## src/hdl/pdta_pkg.sv

```systemverilog
package pdta_pkg;

    // action codes
    typedef enum logic [1:0] {
        ACT_TIME     = 2'd0,
        ACT_DATE     = 2'd1,
        ACT_DATETIME = 2'd2
    } pdta_action_t;

    // widths of the conversion datapath
    localparam int VALUE_W    = 47;
    localparam int BIN_W      = 48;
    localparam int NUM_DIGITS = 14;
    localparam int BCD_W      = 4 * NUM_DIGITS;
    localparam int BITS_PER_STEP = 3;
    localparam int STEPS_SHORT   = 24 / BITS_PER_STEP;
    localparam int STEPS_LONG    = BIN_W / BITS_PER_STEP;
    localparam int CNT_W         = $clog2(STEPS_LONG + 1);
    localparam int POS_W         = 5;

    // range limits
    localparam logic [VALUE_W-1:0] DATETIME_LIMIT = 47'd100000000000000;
    localparam logic [14:0]        YEAR_MAX       = 15'd9999;

    // default queue depth
    localparam int QUEUE_DEPTH = 2;

    // ascii codes
    localparam logic [7:0] CH_ZERO  = 8'h30;
    localparam logic [7:0] CH_COLON = 8'h3A;
    localparam logic [7:0] CH_DASH  = 8'h2D;
    localparam logic [7:0] CH_SPACE = 8'h20;
    localparam logic [7:0] CH_NUL   = 8'h00;

    typedef struct packed {
        logic [1:0]         action;
        logic [VALUE_W-1:0] packed_value;
    } pdta_in_t;

    typedef struct packed {
        logic [7:0] character;
        logic       last;
        logic       bad_value;
    } pdta_out_t;

    // one classified and converted value
    typedef struct packed {
        logic [1:0]       action;
        logic             bad;
        logic [BCD_W-1:0] digits;
        logic [3:0]       month_tens;
        logic [3:0]       month_units;
        logic [3:0]       day_tens;
        logic [3:0]       day_units;
    } pdta_entry_t;

    typedef struct packed {
        logic        valid;
        pdta_entry_t entry;
    } pdta_push_t;

    typedef struct packed {
        logic full;
        logic empty;
    } pdta_qstat_t;

endpackage

```

## src/hdl/pdta_front.sv

```systemverilog
module pdta_front
    import pdta_pkg::*;
(
    input  logic        clk,
    input  logic        rst_n,
    input  logic        item_valid,
    output logic        item_stall,
    input  pdta_in_t    item,
    input  pdta_qstat_t qstat,
    output pdta_push_t  push
);

    // one add-3 correction over all digits, then shift in one binary bit
    function automatic logic [BCD_W-1:0] dd_step(input logic [BCD_W-1:0] bcd, input logic b);
        logic [BCD_W-1:0] adj;
        adj = bcd;
        for (int i = 0; i < NUM_DIGITS; i++) begin
            if (bcd[4*i +: 4] >= 4'd5) begin
                adj[4*i +: 4] = bcd[4*i +: 4] + 4'd3;
            end
        end
        return {adj[BCD_W-2:0], b};
    endfunction

    // split a value below 32 into two decimal digits
    function automatic logic [7:0] small_bcd(input logic [4:0] v);
        logic [3:0] tens;
        logic [4:0] rest;
        if (v >= 5'd30) begin
            tens = 4'd3;
            rest = v - 5'd30;
        end
        else if (v >= 5'd20) begin
            tens = 4'd2;
            rest = v - 5'd20;
        end
        else if (v >= 5'd10) begin
            tens = 4'd1;
            rest = v - 5'd10;
        end
        else begin
            tens = 4'd0;
            rest = v;
        end
        return {tens, rest[3:0]};
    endfunction

    logic             busy_reg, busy_next;
    logic [CNT_W-1:0] cnt_reg, cnt_next;
    logic [BIN_W-1:0] bin_reg, bin_next;
    logic [BCD_W-1:0] bcd_reg, bcd_next;
    pdta_entry_t      ent_reg, ent_next;

    logic             accept;
    logic             bad;
    logic [14:0]      year;
    logic [7:0]       month_bcd;
    logic [7:0]       day_bcd;
    logic [BIN_W-1:0] load_bin;
    logic [CNT_W-1:0] load_cnt;
    logic [BCD_W-1:0] s1, s2, s3;
    logic             done;
    pdta_entry_t      new_ent;

    assign item_stall = busy_reg || qstat.full;
    assign accept     = item_valid && !item_stall;
    assign done       = busy_reg && (cnt_reg == '0);

    // classify the incoming beat
    always_comb begin
        year      = item.packed_value[23:9];
        month_bcd = small_bcd({1'b0, item.packed_value[8:5]});
        day_bcd   = small_bcd(item.packed_value[4:0]);
        bad       = 1'b0;
        load_bin  = '0;
        load_cnt  = CNT_W'(STEPS_SHORT);
        case (item.action)
            ACT_TIME:
            begin
                bad      = item.packed_value[23];
                load_bin = {item.packed_value[23:0], 24'd0};
            end
            ACT_DATE:
            begin
                bad      = (year > YEAR_MAX);
                load_bin = {9'd0, year, 24'd0};
            end
            ACT_DATETIME:
            begin
                bad      = (item.packed_value >= DATETIME_LIMIT);
                load_bin = {1'b0, item.packed_value};
                load_cnt = CNT_W'(STEPS_LONG);
            end
            default:
            begin
                bad = 1'b1;
            end
        endcase
        new_ent             = '0;
        new_ent.action      = item.action;
        new_ent.bad         = bad;
        new_ent.month_tens  = month_bcd[7:4];
        new_ent.month_units = month_bcd[3:0];
        new_ent.day_tens    = day_bcd[7:4];
        new_ent.day_units   = day_bcd[3:0];
    end

    // three binary bits per cycle into the digit register
    always_comb begin
        s1 = dd_step(bcd_reg, bin_reg[BIN_W-1]);
        s2 = dd_step(s1, bin_reg[BIN_W-2]);
        s3 = dd_step(s2, bin_reg[BIN_W-3]);
    end

    // conversion control and push to the queue
    always_comb begin
        busy_next = busy_reg;
        cnt_next  = cnt_reg;
        bin_next  = bin_reg;
        bcd_next  = bcd_reg;
        ent_next  = ent_reg;
        push      = '0;
        if (accept) begin
            if (bad) begin
                push.valid = 1'b1;
                push.entry = new_ent;
            end
            else begin
                busy_next = 1'b1;
                cnt_next  = load_cnt;
                bin_next  = load_bin;
                bcd_next  = '0;
                ent_next  = new_ent;
            end
        end
        else if (busy_reg && (cnt_reg != '0)) begin
            cnt_next = cnt_reg - 1'b1;
            bin_next = {bin_reg[BIN_W-4:0], 3'b000};
            bcd_next = s3;
        end
        else if (done && !qstat.full) begin
            busy_next         = 1'b0;
            push.valid        = 1'b1;
            push.entry        = ent_reg;
            push.entry.digits = bcd_reg;
        end
    end

    always_ff @(posedge clk or negedge rst_n) begin
        if (!rst_n) begin
            busy_reg <= 1'b0;
            cnt_reg  <= '0;
        end
        else begin
            busy_reg <= busy_next;
            cnt_reg  <= cnt_next;
        end
    end

    always_ff @(posedge clk) begin
        bin_reg <= bin_next;
        bcd_reg <= bcd_next;
        ent_reg <= ent_next;
    end

    // the step counter only runs while a value is being converted
    a_cnt_idle: assert property (@(posedge clk) disable iff (!rst_n)
        !busy_reg |-> (cnt_reg == '0))
        else $error("step counter running while front is idle");

endmodule

```

## src/hdl/pdta_queue.sv

```systemverilog
module pdta_queue
    import pdta_pkg::*;
#(
    parameter int DEPTH = QUEUE_DEPTH
)
(
    input  logic        clk,
    input  logic        rst_n,
    input  pdta_push_t  push,
    input  logic        pop,
    output pdta_entry_t head,
    output pdta_qstat_t qstat
);

    localparam int PTR_W = (DEPTH > 1) ? $clog2(DEPTH) : 1;
    localparam int CNT_W = $clog2(DEPTH + 1);

    pdta_entry_t      mem_reg [DEPTH];
    logic [PTR_W-1:0] wr_ptr_reg, wr_ptr_next;
    logic [PTR_W-1:0] rd_ptr_reg, rd_ptr_next;
    logic [CNT_W-1:0] count_reg, count_next;
    logic             do_pop;

    assign qstat.full  = (count_reg == CNT_W'(DEPTH));
    assign qstat.empty = (count_reg == '0);
    assign head        = mem_reg[rd_ptr_reg];
    assign do_pop      = pop && !qstat.empty;

    // pointer and fill count update
    always_comb begin
        wr_ptr_next = wr_ptr_reg;
        rd_ptr_next = rd_ptr_reg;
        count_next  = count_reg;
        if (push.valid) begin
            wr_ptr_next = (wr_ptr_reg == PTR_W'(DEPTH - 1)) ? '0 : wr_ptr_reg + 1'b1;
        end
        if (do_pop) begin
            rd_ptr_next = (rd_ptr_reg == PTR_W'(DEPTH - 1)) ? '0 : rd_ptr_reg + 1'b1;
        end
        if (push.valid && !do_pop) begin
            count_next = count_reg + 1'b1;
        end
        else if (!push.valid && do_pop) begin
            count_next = count_reg - 1'b1;
        end
    end

    always_ff @(posedge clk or negedge rst_n) begin
        if (!rst_n) begin
            wr_ptr_reg <= '0;
            rd_ptr_reg <= '0;
            count_reg  <= '0;
        end
        else begin
            wr_ptr_reg <= wr_ptr_next;
            rd_ptr_reg <= rd_ptr_next;
            count_reg  <= count_next;
        end
    end

    // entry storage
    always_ff @(posedge clk) begin
        if (push.valid) begin
            mem_reg[wr_ptr_reg] <= push.entry;
        end
    end

    a_no_overflow: assert property (@(posedge clk) disable iff (!rst_n)
        !(push.valid && qstat.full))
        else $error("push into a full queue");

    a_count_range: assert property (@(posedge clk) disable iff (!rst_n)
        count_reg <= CNT_W'(DEPTH))
        else $error("queue fill count beyond depth");

endmodule

```

## src/hdl/pdta_back.sv

```systemverilog
module pdta_back
    import pdta_pkg::*;
(
    input  logic        clk,
    input  logic        rst_n,
    input  pdta_entry_t head,
    input  pdta_qstat_t qstat,
    output logic        pop,
    output logic        text_valid,
    input  logic        text_stall,
    output pdta_out_t   text
);

    function automatic logic [7:0] dchar(input logic [BCD_W-1:0] d, input int i);
        return CH_ZERO + {4'd0, d[4*i +: 4]};
    endfunction

    logic             valid_reg;
    pdta_out_t        out_reg;
    logic [POS_W-1:0] pos_reg, pos_next;
    logic             load;
    logic [7:0]       ch;
    logic             is_last;
    logic [POS_W-1:0] idx;
    logic [BCD_W-1:0] dg;

    assign text_valid = valid_reg;
    assign text       = out_reg;
    assign load       = !qstat.empty && (!valid_reg || !text_stall);
    assign pop        = load && is_last;
    assign dg         = head.digits;

    // pick the character at the current position of the head entry
    always_comb begin
        ch      = CH_NUL;
        is_last = 1'b0;
        idx     = pos_reg;
        if (head.bad) begin
            is_last = 1'b1;
        end
        else begin
            case (head.action)
                ACT_TIME:
                begin
                    // a two-digit hour skips the leading hundreds place
                    idx     = pos_reg + ((dg[27:24] == 4'd0) ? 5'd1 : 5'd0);
                    is_last = (idx == 5'd8);
                    case (idx)
                        5'd0:    ch = dchar(dg, 6);
                        5'd1:    ch = dchar(dg, 5);
                        5'd2:    ch = dchar(dg, 4);
                        5'd3:    ch = CH_COLON;
                        5'd4:    ch = dchar(dg, 3);
                        5'd5:    ch = dchar(dg, 2);
                        5'd6:    ch = CH_COLON;
                        5'd7:    ch = dchar(dg, 1);
                        default: ch = dchar(dg, 0);
                    endcase
                end
                ACT_DATE:
                begin
                    is_last = (pos_reg == 5'd9);
                    case (pos_reg)
                        5'd0:    ch = dchar(dg, 3);
                        5'd1:    ch = dchar(dg, 2);
                        5'd2:    ch = dchar(dg, 1);
                        5'd3:    ch = dchar(dg, 0);
                        5'd4:    ch = CH_DASH;
                        5'd5:    ch = CH_ZERO + {4'd0, head.month_tens};
                        5'd6:    ch = CH_ZERO + {4'd0, head.month_units};
                        5'd7:    ch = CH_DASH;
                        5'd8:    ch = CH_ZERO + {4'd0, head.day_tens};
                        default: ch = CH_ZERO + {4'd0, head.day_units};
                    endcase
                end
                ACT_DATETIME:
                begin
                    is_last = (pos_reg == 5'd18);
                    case (pos_reg)
                        5'd0:    ch = dchar(dg, 13);
                        5'd1:    ch = dchar(dg, 12);
                        5'd2:    ch = dchar(dg, 11);
                        5'd3:    ch = dchar(dg, 10);
                        5'd4:    ch = CH_DASH;
                        5'd5:    ch = dchar(dg, 9);
                        5'd6:    ch = dchar(dg, 8);
                        5'd7:    ch = CH_DASH;
                        5'd8:    ch = dchar(dg, 7);
                        5'd9:    ch = dchar(dg, 6);
                        5'd10:   ch = CH_SPACE;
                        5'd11:   ch = dchar(dg, 5);
                        5'd12:   ch = dchar(dg, 4);
                        5'd13:   ch = CH_COLON;
                        5'd14:   ch = dchar(dg, 3);
                        5'd15:   ch = dchar(dg, 2);
                        5'd16:   ch = CH_COLON;
                        5'd17:   ch = dchar(dg, 1);
                        default: ch = dchar(dg, 0);
                    endcase
                end
                default:
                begin
                    is_last = 1'b1;
                end
            endcase
        end
    end

    // position within the current value
    always_comb begin
        pos_next = pos_reg;
        if (load) begin
            pos_next = is_last ? '0 : pos_reg + 1'b1;
        end
    end

    // output register and its valid
    always_ff @(posedge clk or negedge rst_n) begin
        if (!rst_n) begin
            valid_reg <= 1'b0;
            pos_reg   <= '0;
        end
        else begin
            pos_reg <= pos_next;
            if (load) begin
                valid_reg <= 1'b1;
            end
            else if (!text_stall) begin
                valid_reg <= 1'b0;
            end
        end
    end

    always_ff @(posedge clk) begin
        if (load) begin
            out_reg.character <= ch;
            out_reg.last      <= is_last;
            out_reg.bad_value <= head.bad;
        end
    end

    // a value part-way through printing keeps its queue entry
    a_pos_held: assert property (@(posedge clk) disable iff (!rst_n)
        (pos_reg != '0) |-> !qstat.empty)
        else $error("character position advanced with no entry at the head");

endmodule

```

## src/hdl/packed_date_time_to_ascii.sv

```systemverilog
// channel  | direction | handshake               | payload
// ---------+-----------+-------------------------+---------------------------------
// item     | in        | item_valid / item_stall | pdta_in_t  (action, packed_value)
// text     | out       | text_valid / text_stall | pdta_out_t (character, last, bad_value)
//
// the front takes a beat, then converts to decimal at three bits per cycle and queues the
// result once the queue has room; bad values queue in the accept cycle.
// the back sends one character per cycle while text_stall is low: 1 for a bad value, 8 or 9
// for time, 10 for date, 19 for datetime.
// reset clears control state only; no clearing pass is needed after reset.
// a stall on the text side fills the queue, after which item_stall rises.
module packed_date_time_to_ascii
    import pdta_pkg::*;
#(
    parameter int DEPTH = QUEUE_DEPTH
)
(
    input  logic      clk,
    input  logic      rst_n,
    input  logic      item_valid,
    output logic      item_stall,
    input  pdta_in_t  item,
    output logic      text_valid,
    input  logic      text_stall,
    output pdta_out_t text
);

    pdta_push_t  push;
    pdta_qstat_t qstat;
    pdta_entry_t head;
    logic        pop;

    // classify and convert
    pdta_front u_front (
        .clk        (clk),
        .rst_n      (rst_n),
        .item_valid (item_valid),
        .item_stall (item_stall),
        .item       (item),
        .qstat      (qstat),
        .push       (push)
    );

    // decoupling queue
    pdta_queue #(
        .DEPTH (DEPTH)
    ) u_queue (
        .clk   (clk),
        .rst_n (rst_n),
        .push  (push),
        .pop   (pop),
        .head  (head),
        .qstat (qstat)
    );

    // character generator
    pdta_back u_back (
        .clk        (clk),
        .rst_n      (rst_n),
        .head       (head),
        .qstat      (qstat),
        .pop        (pop),
        .text_valid (text_valid),
        .text_stall (text_stall),
        .text       (text)
    );

endmodule

```

## config.mk

```make
export PLATFORM = sky130hd
export DESIGN_NAME = packed_date_time_to_ascii
export DESIGN_NICKNAME = d
export VERILOG_FILES = /design/src/hdl/pdta_pkg.sv /design/src/hdl/pdta_front.sv /design/src/hdl/pdta_queue.sv /design/src/hdl/pdta_back.sv /design/src/hdl/packed_date_time_to_ascii.sv
export SDC_FILE = /design/constraint.sdc
export NUM_CORES = 1
export LEC_CHECK = 0
export ABC_AREA = 1
export BUFFER_PORTS_ARGS = -buffer_cell sky130_fd_sc_hd__buf_2
export CORE_MARGIN = 2
export CORE_UTILIZATION = 53
export CTS_CLUSTER_DIAMETER = 80
export CTS_CLUSTER_SIZE = 28
export DETAILED_ROUTE_END_ITERATION = 6
export PLACE_DENSITY = 0.7
export SETUP_SLACK_MARGIN = 0.05
export SKIP_CTS_REPAIR_TIMING = 1
export SLEW_MARGIN = 20
export SYNTH_ARGS = -nofsm -noshare
export SYNTH_HDL_FRONTEND = slang
export SYNTH_SLANG_ARGS = --single-unit
```

## constraint.sdc

```tcl
create_clock -name clk -period 7.4 [get_ports clk]
set_input_delay 0.74 -clock clk [delete_from_list [all_inputs] [get_ports clk]]
set_output_delay 0.74 -clock clk [all_outputs]
set_load 0.05 [all_outputs]
```

* Word-level counts from Yosys, hierarchy flattened
Memory sizes are Yosys's and may differ from the RTL's.
Cells that the tools add are included.
** Storage, ports and cells
- Bits in registers :: 148
- Latch bits :: 0
- RAM bits :: 150
- Bits in read-only memories :: 0
- Output and inout bits :: 12
- Logic and storage cells :: 301
- Memories :: 1
** Memory list
- u_queue.mem_reg :: words 2, bits a word 75, rd ports 1, clocked after Yosys merged registers in 0, wr ports 1, line pdta_queue.sv:18 : pdta_entry_t mem_reg [DEPTH];
** Operators by class
- $add $sub $neg :: 73
- Multipliers :: 0
- Div/mod/pow operators :: 0
- Order comparisons :: 50
- Eq/ne operators :: 34
- Shifts and indexed selects :: 0
- Muxes and demuxes :: 90
- Bitwise operators :: 1
- Reduce and logical (&&, ||, !) cells :: 35
** Operator list (number)
- $mux 76 :: 4
- $mux 4 :: 49
- $ge 4x3->1 const B :: 42
- $mux 56 :: 3
- $add 4x2->4 const B :: 39
- $mux 48 :: 3
- $pmux 48 s3 :: 1
- $pmux 8 s16 :: 1
- $add 6x4->7 const A :: 18
- $pmux 8 s8 :: 1
- $pmux 8 s7 :: 1
- $ge 47x47->1 const B :: 1
- $eq 5x4->1 const B :: 9
- $eq 5x3->1 const B :: 8
- $mux 5 :: 5
- $pmux 8 s3 :: 1
- $eq 5x2->1 const B :: 4
- $sub 4x4->4 const B :: 4
- $eq 5x5->1 const B :: 3
- $gt 15x14->1 const B :: 1
- $logic_not 5->1 :: 3
- $mux 1 :: 14
- $eq 5x1->1 const B :: 2
- $ge 4x5->1 const B :: 2
- 29 further kinds :: 64

* Logic depth before layout (Yosys ltp)
Gate-level depths: netlist of the first run.
An unclocked memory read counts as a cell.
- Word-level depth :: 12
- Depth in mapped cells :: 24
- Depth with buffers taken out :: 24

* Hierarchy
A second synthesis of the first run with hierarchy kept.
** Unflattened totals
- Cell total of the unflattened synthesis :: 2404
- Area total of the unflattened synthesis :: 18940.7 µm²
** By module, submodules not included
- pdta_front :: times used 1, cells each 1546, area an instance 10946.7 µm², sequential area each 3663.5 µm²
- pdta_queue :: times used 1, cells each 420, area an instance 5694.2 µm², sequential area each 4604.4 µm²
- pdta_back :: times used 1, cells each 438, area an instance 2299.7 µm², sequential area each 390.4 µm²

* Worst setup path before layout of the first run
OpenSTA, ideal clock, no wires.
- Path type :: input port to flip-flop
- Start point :: input item[46] (netlist name)
- End point :: memory u_queue.mem_reg[1][0] (netlist name) (enable)
- Library setup time :: 0.521 ns
- Data arrival time :: 5.112 ns
- Required time :: 6.879 ns
- Slack :: 1.767 ns
- Stages on the path :: 11
- Path buffers :: 1
- Path through :: inv_1 > nor3_1 > nand3_1 > nor2_1 > nor2_1 > nand2_1 > nand2_1 > nand2_1 > nand2_1 > buf_2 > a21oi_1
** Between the ends
- Word-level cells in the longest chain between the ends :: 6
** RTL lines
- start: declaration :: line packed_date_time_to_ascii.sv:22 : input pdta_in_t item,
- $ge 47x47->1 :: line pdta_front.sv:90 : bad = (item.packed_value >= DATETIME_LIMIT);
- $pmux 1 s3 :: line pdta_front.sv:77 : case (item.action)
- $mux 76 :: line pdta_front.sv:124 : if (bad) begin
- $mux 76 :: line pdta_front.sv:123 : if (accept) begin
- $mux 1 :: line pdta_queue.sv:63 : if (push.valid) begin
- $mux 1 (not written as such) :: line pdta_queue.sv:64 : mem_reg[wr_ptr_reg] <= push.entry;
- end: declaration :: line pdta_queue.sv:18
No other way between the ends.

* Worst setup path in the final report of the first run
- Start point :: register u_queue.rd_ptr_reg
- End point :: register u_queue.count_reg[1]
** Between the ends
- Word-level cells in the longest chain between the ends :: 12
** RTL lines
- start: declaration :: line pdta_queue.sv:20 : logic [PTR_W-1:0] rd_ptr_reg, rd_ptr_next;
- start signal: assignment :: line pdta_queue.sv:56 : rd_ptr_reg <= rd_ptr_next;
- $mem_v2 2x75 *
- $logic_not 4->1 :: line pdta_back.sv:46 : idx = pos_reg + ((dg[27:24] == 4'd0) ? 5'd1 : 5'd0);
- $mux 1 :: line pdta_back.sv:46
- $add 5x5->5 :: line pdta_back.sv:46
- $eq 5x4->1 :: line pdta_back.sv:47 : is_last = (idx == 5'd8);
- $pmux 1 s3 :: line pdta_back.sv:42 : case (head.action)
- $mux 1 * :: line pdta_back.sv:38 : if (head.bad) begin
- named net u_back.is_last :: line pdta_back.sv:23 : logic is_last;
- $logic_and 1x1->1 * :: line pdta_back.sv:30 : assign pop = load && is_last;
- $logic_and 1x1->1 * :: line pdta_queue.sv:27 : assign do_pop = pop && !qstat.empty;
- $logic_not 1->1 :: line pdta_queue.sv:40 : if (push.valid && !do_pop) begin
- $logic_and 1x1->1 :: line pdta_queue.sv:40
- $mux 2 / $reduce_bool 2->1 (equally long branches)
- end signal: assignment :: line pdta_queue.sv:57 : count_reg <= count_next;
- end: declaration :: line pdta_queue.sv:21 : logic [CNT_W-1:0] count_reg, count_next;
Mark *: on every way through the listed nets, which the timed path passes. The rest lies on a longest branch.
A chain may end at the register's enable or synchronous reset.

==> impl_metrics.py, run 1 <==
metrics = {
    "synth": {
        "synth_edf_count": 265,
        "synthesis.area_um2": 18100,
        "synth_cell_types": 47,
        "syn_avg_cell_area_um2": 7.83,
        "synth_flop_cell": "edfxtp_1",
        "synth_simple_gate_area_frac": 0.288,
        "netlist_instances": 2309,
        "yosysTopAreaCell": "edfxtp_1",
        "netlist.area_leader.share": 0.440,
        "yosys_warnings": 0,
        "synth.area.top_cells": "edfxtp_1, nand2_1, ha_1",
        "synth_top_family_by_area": "simple AND/OR/NAND/NOR gates",
        "synth_fa_ha_area_frac": 0.0706,
        "synth_xor_area_frac": 0.0107,
        "synth_compound_area_frac": 0.0888,
        "async_reset_ff_frac": 0.0569,
        "synth.ff_latch_count": 281,
        "synthMuxAreaShare": 0,
        "synth_seq_area_share": 0.462,
    },
    "timing": {
        "rsz0062_at_grt": "no",
        "drv_slew": 0,
        "worst_hold_slack_ns": 0.109,
        "worst_slew_pin_slew_ns": 1.01,
        "min_period_over_period": 0.590,
        "fmax_mhz": 229,
        "finalSetupViolCount": 0,
        "period_minus_slack_ns": 4.36,
        "slew_headroom": 0.329,
        "fin_skew_ns": 0.0302,
        "finalSetupTns_ns": 0,
        "hold_viol": 0,
    },
    "cts": {
        "numCtsBuffers": 18,
        "htreeDepth": 1,
        "clock_latency_ns": 0.53,
        "cts_tree": "yes",
        "cts_root_buf": "clkbuf_16",
        "clockBufferDepth": 3,
        "clkSlewWorstSetupHoldPaths_ns": 0.10,
        "cts.sinks": 281,
    },
    "worst_setup_path": {
        "crit_path_start_kind": "flip-flop",
        "cp_max_fo": 80,
        "crit_family": "simple AND/OR/NAND/NOR gates",
        "cp.depth": 19,
        "crit_path_end_kind": "flip-flop",
        "reg2reg_slack_ns": 3.04,
        "max_stage_delay_ns": 0.60,
        "critical_path.cell_chain": "buf_4 > inv_2 > buf_4 > nand2_1 > nand2_1 > nor4_1 > ha_1 > ha_1 > nand3_1 > nand2_1 > nand3_1 > inv_2 > nand4_1 > nand2_2 > nand2_2 > ha_1 > a21oi_1 > o21ai_0 > xor2_1",
        "crit_buf_inv": 4,
        "cp.arrival_ns": 4.77,
        "cpMaxStageDelayCell": "buf_4",
        "rr_worst_depth": 19,
        "path_class": "flip-flop to flip-flop",
        "crit_required_ns": 7.81,
    },
    "route": {
        "drtPass1Iterations": 6,
        "vias_per_cell": 5.34,
        "drt_iter0_markers": 1127,
        "remaining_drc_errors": 0,
        "num_vias": 15000,
        "antenna_left": 0,
        "wl_per_cell_um": 15.2,
        "routed_wl_um": 42800,
    },
    "global_routing": {
        "grt_usage": 0.240,
        "antenna_found_initial": 0,
        "grt_pass1_vias": 14300,
        "grt_pass1_wl_um": 69900,
        "grt_max_degree": 92,
        "overflow": 0,
    },
    "layout": {
        "syn_to_final_growth_pct": 7.67,
        "largest_reg_flops": 140,
        "layout-drive-gt1-share": 0.0754,
        "diodes": 0,
        "final_common_cell": "nand2_1",
        "multiInputGateArea_um2": 8300,
        "regArea_um2": 8360,
        "fillers": 3056,
        "fin_cells": 2810,
        "nets": 2506,
        "layout_common_cells": "nand2_1, inv_1, edfxtp_1",
    },
    "floorplan": {
        "rows": 67,
        "io_pins": 65,
        "die_area_um2": 35600,
        "die_x_um": 189,
        "core_um2": 33500,
        "die_h_um": 189,
        "initial_core_util": 0.539,
    },
    "place": {
        "port-buffer-count": 62,
        "place_hpwl_um": 31300,
        "gp_congestion": 0.945,
        "post-place-cells": 2779,
    },
    "worst_hold_path": {
        "hp-class": "primary input to asynchronous set/reset pin",
    },
    "run_status": {
        "status": "complete, no violations",
    },
    "flow_run": {
        "drv_cap": 0,
    },
}
[cell families (layout without fill, tap and decap cells)]
| family | after synthesis | in the layout |
|---|---|---|
| and+or+nand+nor | 1238 | 1238 |
| buffers and inverters | 368 | 420 |
| AOI/OAI and AO/OA | 297 | 297 |
| DFF | 281 | 281 |
| adders and majority gates | 102 | 102 |
| xor gates and xnor gates | 22 | 22 |
| other | 1 | 2 |
[worst paths after layout]
path | from | endpoint
setup / recovery | u_queue.rd_ptr_reg | u_queue.count_reg[1]
hold / removal | rst_n | u_back.pos_reg[4]
setup reg to reg | u_queue.rd_ptr_reg | u_queue.count_reg[1]
hold reg to reg | u_front.cnt_reg[0] | u_front.cnt_reg[0]
max in group asynchronous | rst_n | u_queue.rd_ptr_reg
min in group clk | item[0] | u_front.ent_reg[0]
[routing by layer]
| layer | vias to the layer above | routed length, µm | global-route usage |
|---|---|---|---|
| li1 | 7583 | - | - |
| met1 | 7032 | 20300 | 0.346 |
| met2 | 363 | 19900 | 0.396 |
| met3 | 39 | 2000 | 0.0237 |
| met4 | 0 | 691 | 0.0481 |
| met5 | - | 0 | 0 |
[stage by stage]
step,cell area [µm²],setup slack [ns],util
3_5_place_dp,18800,3.03,0.560
2_1_floorplan,18100,1.77,-
5_1_grt,19500,2.63,0.581
6_report,19500,3.04,0.581
3_3_place_gp,18800,3.04,0.560
4_1_cts,19500,3.02,0.581
[cell type report]
cell class	count	share of cell area
clock buffers	19	0.0244
clock inverters	12	0.0103
inverters	319	0.0616
multi-input cells	1661	0.426
flip-flops and latches	281	0.429
well taps	448	0.0288
repair buffers	70	0.0190
[cell usage after synthesis (4+ instances only)]
cell type,number
and2_1,18
edfxtp_1,265
o21ai_0,142
nor2_4,5
nor3_1,11
nor2_1,262
nand3_2,4
inv_1,305
nor2_2,9
o22ai_1,9
buf_2,20
o211ai_1,10
nand4_1,23
clkbuf_1,17
xor2_1,20
nand3b_1,14
a21oi_1,96
buf_4,8
inv_2,12
o311ai_0,4
ha_1,102
dfrtp_1,16
nand2_1,697
o21ai_2,9
o21ai_1,13
nand2_2,6
or2_2,23
nand3_1,160
Power of run 1 is left out: the tool's default activity adds up to more than one toggle a clock period on the data nets, which glitch-free logic cannot reach.
==> run 2, diff against run 1 <==
--- a/config.mk
+++ b/config.mk
@@ -12,7 +12,7 @@
 export CTS_CLUSTER_DIAMETER = 80
 export CTS_CLUSTER_SIZE = 28
 export DETAILED_ROUTE_END_ITERATION = 6
-export PLACE_DENSITY = 0.7
+export PLACE_DENSITY = 0.73
 export SETUP_SLACK_MARGIN = 0.05
 export SKIP_CTS_REPAIR_TIMING = 1
 export SLEW_MARGIN = 20
==> constraint.sdc (replaced) <==
create_clock -name clk -period 3.8 [get_ports clk]
set_input_delay 0.38 -clock clk [delete_from_list [all_inputs] [get_ports clk]]
set_output_delay 0.38 -clock clk [all_outputs]
set_load 0.05 [all_outputs]
==> impl_metrics.py, run 2 (synthesized netlist as in run 1, its figures left out) <==
metrics = {
    "layout": {
        "fillers": 3027,
        "layout-drive-gt1-share": 0.0898,
        "largest_reg_flops": 140,
        "finalCoreUtilization": 0.590,
        "layout_common_cells": "nand2_1, inv_1, edfxtp_1",
        "nets": 2529,
        "final_common_cell": "nand2_1",
        "diodes": 0,
        "syn_to_final_growth_pct": 9.34,
    },
    "place": {
        "place_hpwl_um": 31700,
        "port-buffer-count": 62,
        "gp_congestion": 1.02,
    },
    "global_routing": {
        "grt_busiest_layer": "met2",
        "antenna_found_initial": 0,
        "met2_usage": 0.412,
        "overflow": 0,
        "grt_max_degree": 100,
        "grt_use_met1": 0.321,
        "grt_usage": 0.237,
        "grt_pass1_wl_um": 69200,
        "grt_pass1_vias": 14300,
        "grt_use_met3": 0.0255,
    },
    "timing": {
        "hold_viol": 0,
        "rsz0062_at_grt": "yes",
        "min_period_over_period": 0.932,
        "finalSetupTns_ns": 0,
        "period_minus_slack_ns": 3.54,
        "fmax_mhz": 282,
        "slew_headroom": 0.351,
        "finalSetupViolCount": 0,
        "fin_skew_ns": 0.0304,
        "worst_hold_slack_ns": 0.0380,
        "worst_slew_pin_slew_ns": 0.974,
        "drv_slew": 0,
    },
    "cts": {
        "htreeDepth": 1,
        "cts_root_buf": "clkbuf_16",
        "clockBufferDepth": 3,
        "clkSlewWorstSetupHoldPaths_ns": 0.10,
        "numCtsBuffers": 18,
        "cts.sinks": 281,
        "clock_latency_ns": 0.53,
        "cts_tree": "yes",
    },
    "route": {
        "antenna_left": 0,
        "remaining_drc_errors": 0,
        "drtPass1Iterations": 6,
        "wl_per_cell_um": 15.1,
        "routed_wl_um": 42700,
        "num_vias": 15300,
        "drt_iter0_markers": 1340,
        "vias_per_cell": 5.39,
    },
    "worst_setup_path": {
        "crit_path_start_kind": "flip-flop",
        "cp_max_fo": 4,
        "crit_family": "simple AND/OR/NAND/NOR gates",
        "crit_buf_inv": 6,
        "crit_path_end_kind": "flip-flop",
        "path_class": "flip-flop to flip-flop",
        "max_stage_delay_ns": 0.46,
        "crit_required_ns": 4.08,
        "cp.arrival_ns": 3.82,
        "timing.critical_path.mode_cell": "inv_1",
        "critical_path.cell_chain": "inv_2 > ha_1 > inv_1 > nand2_2 > nand3_4 > xor2_4 > ha_1 > inv_1 > or2_2 > nand2_1 > nand3b_1 > nand2_1 > inv_1 > ha_1 > inv_1 > or2_2 > nand3_1 > nand2_1 > inv_1 > nor2_1 > nand2_1 > nor2_1",
        "cpMaxStageDelayCell": "edfxtp_1",
    },
    "floorplan": {
        "core_um2": 33500,
        "io_pins": 65,
        "die_x_um": 189,
        "die_area_um2": 35600,
        "rows": 67,
        "die_h_um": 189,
        "initial_core_util": 0.539,
    },
    "flow_run": {
        "drv_cap": 0,
    },
    "worst_hold_path": {
        "hp-class": "primary input to flip-flop",
    },
    "run_status": {
        "status": "complete, no violations",
    },
}
==> run 2: worst register-to-register path: stages (launching register included) <==
cell	delay, ns
edfxtp_1	0.46
inv_2	0.15
ha_1	0.17
inv_1	0.05
nand2_2	0.09
nand3_4	0.12
xor2_4	0.24
ha_1	0.20
inv_1	0.06
or2_2	0.27
nand2_1	0.12
nand3b_1	0.17
nand2_1	0.12
inv_1	0.10
ha_1	0.16
inv_1	0.06
or2_2	0.29
nand3_1	0.11
nand2_1	0.09
inv_1	0.13
nor2_1	0.06
nand2_1	0.06
nor2_1	0.04
==> run 2: final timing paths <==
kind	start	end	slack (ns)	cells past startpoint
min in group asynchronous	rst_n	u_back.pos_reg[1]	0.29	2
max	u_front.bcd_reg[28]	u_front.bcd_reg[36]	0.26	22
max in group asynchronous	rst_n	u_queue.rd_ptr_reg	3.20	2
max reg2reg	u_front.bcd_reg[28]	u_front.bcd_reg[36]	0.26	22
min reg2reg	u_front.cnt_reg[0]	u_front.cnt_reg[0]	0.48	1
min	item[5]	u_front.ent_reg[8]	0.04	1
==> run 2: cell type report <==
| type | count | area, µm² | area share |
|---|---|---|---|
| clock buffer | 19 | 475 | 0.0240 |
| clock inverter | 10 | 171 | 0.00867 |
| inverter | 319 | 1200 | 0.0607 |
| multi-input combinational | 1661 | 8400 | 0.425 |
| sequential | 281 | 8360 | 0.423 |
| tap | 448 | 561 | 0.0284 |
| timing repair buffer | 93 | 608 | 0.0308 |
==> run 2: routing by layer <==
metal | up-vias | wire length (µm) | share of wire
met1 | 7123 | 18900 | 0.44
met4 | 0 | 679 | 0.016
met3 | 48 | 2500 | 0.059
li1 | 7630 | - | -
met2 | 463 | 20600 | 0.48
met5 | - | 0 | 0
==> run 2: through the flow <==
stage                     cell area (µm²)  setup WS [ns]  cells
after global routing                19800         0.0163   2831
after floorplan                     18100          0.580   2310
final                               19800          0.259   2831
after detailed placement            19000          0.231   2801
after global placement              19000          0.456   2801
after CTS                           19700          0.191   2830
Power of run 2 is left out for the same reason.
==> run 3, diff against run 2 <==
--- a/config.mk
+++ b/config.mk
@@ -7,12 +7,14 @@
 export LEC_CHECK = 0
 export ABC_AREA = 1
 export BUFFER_PORTS_ARGS = -buffer_cell sky130_fd_sc_hd__buf_2
+export CELL_PAD_IN_SITES_DETAIL_PLACEMENT = 1
+export CELL_PAD_IN_SITES_GLOBAL_PLACEMENT = 2
 export CORE_MARGIN = 2
-export CORE_UTILIZATION = 53
+export CORE_UTILIZATION = 34
 export CTS_CLUSTER_DIAMETER = 80
 export CTS_CLUSTER_SIZE = 28
 export DETAILED_ROUTE_END_ITERATION = 6
-export PLACE_DENSITY = 0.73
+export PLACE_DENSITY_LB_ADDON = 0.1
 export SETUP_SLACK_MARGIN = 0.05
 export SKIP_CTS_REPAIR_TIMING = 1
 export SLEW_MARGIN = 20
==> impl_metrics.py, run 3 (synthesized netlist as in run 1, its figures left out) <==
metrics = {
    "cts": {
        "numCtsBuffers": 22,
        "cts.sinks": 281,
        "htreeDepth": 1,
        "clockBufferDepth": 3,
        "clock_latency_ns": 0.57,
        "cts_root_buf": "clkbuf_16",
        "clkSlewWorstSetupHoldPaths_ns": 0.09,
        "cts_tree": "yes",
    },
    "global_routing": {
        "grt_pass1_vias": 15800,
        "grt_pass1_wl_um": 86100,
        "grt_busiest_layer": "met2",
        "grt_max_degree": 84,
        "antenna_found_initial": 1,
        "grt_use_met1": 0.266,
        "met2_usage": 0.327,
        "overflow": 0,
        "grt_use_met3": 0.0208,
        "grt_usage": 0.194,
    },
    "worst_setup_path": {
        "cp.arrival_ns": 3.81,
        "crit_path_end_kind": "flip-flop",
        "crit_path_start_kind": "flip-flop",
        "critical_path.cell_chain": "inv_2 > ha_1 > inv_1 > o21ai_2 > nand2_2 > xor2_2 > ha_2 > nand2_1 > nand3_1 > nand2_1 > xor2_2 > ha_2 > inv_1 > or2_2 > nand3_1 > nand2_1 > inv_1 > nor2_1 > nand2_1 > nor2_1",
        "cpMaxStageDelayCell": "edfxtp_1",
        "cp_max_fo": 5,
        "crit_required_ns": 4.12,
        "max_stage_delay_ns": 0.44,
        "timing.critical_path.mode_cell": "nand2_1",
        "path_class": "flip-flop to flip-flop",
    },
    "place": {
        "place_hpwl_um": 41000,
        "port-buffer-count": 62,
        "post-place-cells": 3048,
        "gp_congestion": 0.867,
    },
    "timing": {
        "fin_skew_ns": 0.0282,
        "drv_slew": 0,
        "finalSetupViolCount": 0,
        "worst_slew_pin_slew_ns": 0.929,
        "finalSetupTns_ns": 0,
        "fmax_mhz": 286,
        "min_period_over_period": 0.920,
        "period_minus_slack_ns": 3.50,
        "hold_viol": 0,
        "worst_hold_slack_ns": 0.0558,
        "slew_headroom": 0.381,
    },
    "floorplan": {
        "initial_core_util": 0.344,
        "rows": 84,
        "die_area_um2": 55000,
        "die_h_um": 235,
        "die_x_um": 235,
        "io_pins": 65,
        "core_um2": 52600,
    },
    "route": {
        "routed_wl_um": 54300,
        "wl_per_cell_um": 17.5,
        "antenna_left": 0,
        "drt_iter0_markers": 827,
        "drtPass1Iterations": 5,
        "remaining_drc_errors": 0,
        "vias_per_cell": 4.94,
        "num_vias": 15300,
    },
    "flow_run": {
        "drv_cap": 0,
    },
    "layout": {
        "layout-drive-gt1-share": 0.109,
        "layout_common_cells": "nand2_1, inv_1, edfxtp_1",
        "fin_cells": 3099,
        "diodes": 0,
        "nets": 2551,
        "largest_reg_flops": 140,
        "finalCoreUtilization": 0.390,
        "syn_to_final_growth_pct": 13.3,
        "final_common_cell": "nand2_1",
    },
    "run_status": {
        "status": "complete, no violations",
    },
    "worst_hold_path": {
        "hp-class": "primary input to flip-flop",
    },
}
run 3: metrics by stage:
step                area, µm²  setup WS, ns
global placement        19400         0.349
CTS                     20200        0.0762
floorplan               18100         0.580
detailed placement      19400        0.0990
finish                  20500         0.304
global route            20500      -0.00850
run 3: area by class of cell:
type                            instances  area [µm²]
Timing Repair Buffer                  111         746
Inverter                              319        1200
Tap cell                              688         861
Fill cell                            6379       32100
Multi-Input combinational cell       1661        8500
Clock inverter                         16         248
Clock buffer                           23         576
Sequential cell                       281        8360
run 3: path summary, 6_finish.rpt:
kind | start | end | slack [ns] | depth (start not counted)
max | u_front.bcd_reg[48] | u_front.bcd_reg[52] | 0.30 | 20
min | item[5] | u_front.ent_reg[8] | 0.06 | 1
max reg2reg | u_front.bcd_reg[48] | u_front.bcd_reg[52] | 0.30 | 20
min reg2reg | u_front.cnt_reg[0] | u_front.cnt_reg[0] | 0.49 | 1
max in group asynchronous | rst_n | u_queue.rd_ptr_reg | 3.13 | 2
min in group asynchronous | rst_n | u_front.cnt_reg[0] | 0.30 | 2
run 3: critical path: cells and delay by family (launching register included):
family | cells | cell delay [ns]
flip-flops | 1 | 0.44
AND/OR/NAND/NOR | 10 | 0.99
adder cells (fa/ha/maj) | 3 | 0.68
buffers and inverters | 4 | 0.35
AO/OA/AOI/OAI | 1 | 0.20
XOR/XNOR | 2 | 0.57
run 3: routing by layer:
metal  wire length, µm  vias up
met5                 0        -
met4              1280        0
met3              1430       55
met2             25500      141
met1             26100     7444
li1                  -     7663
Power of run 3 is left out for the same reason.
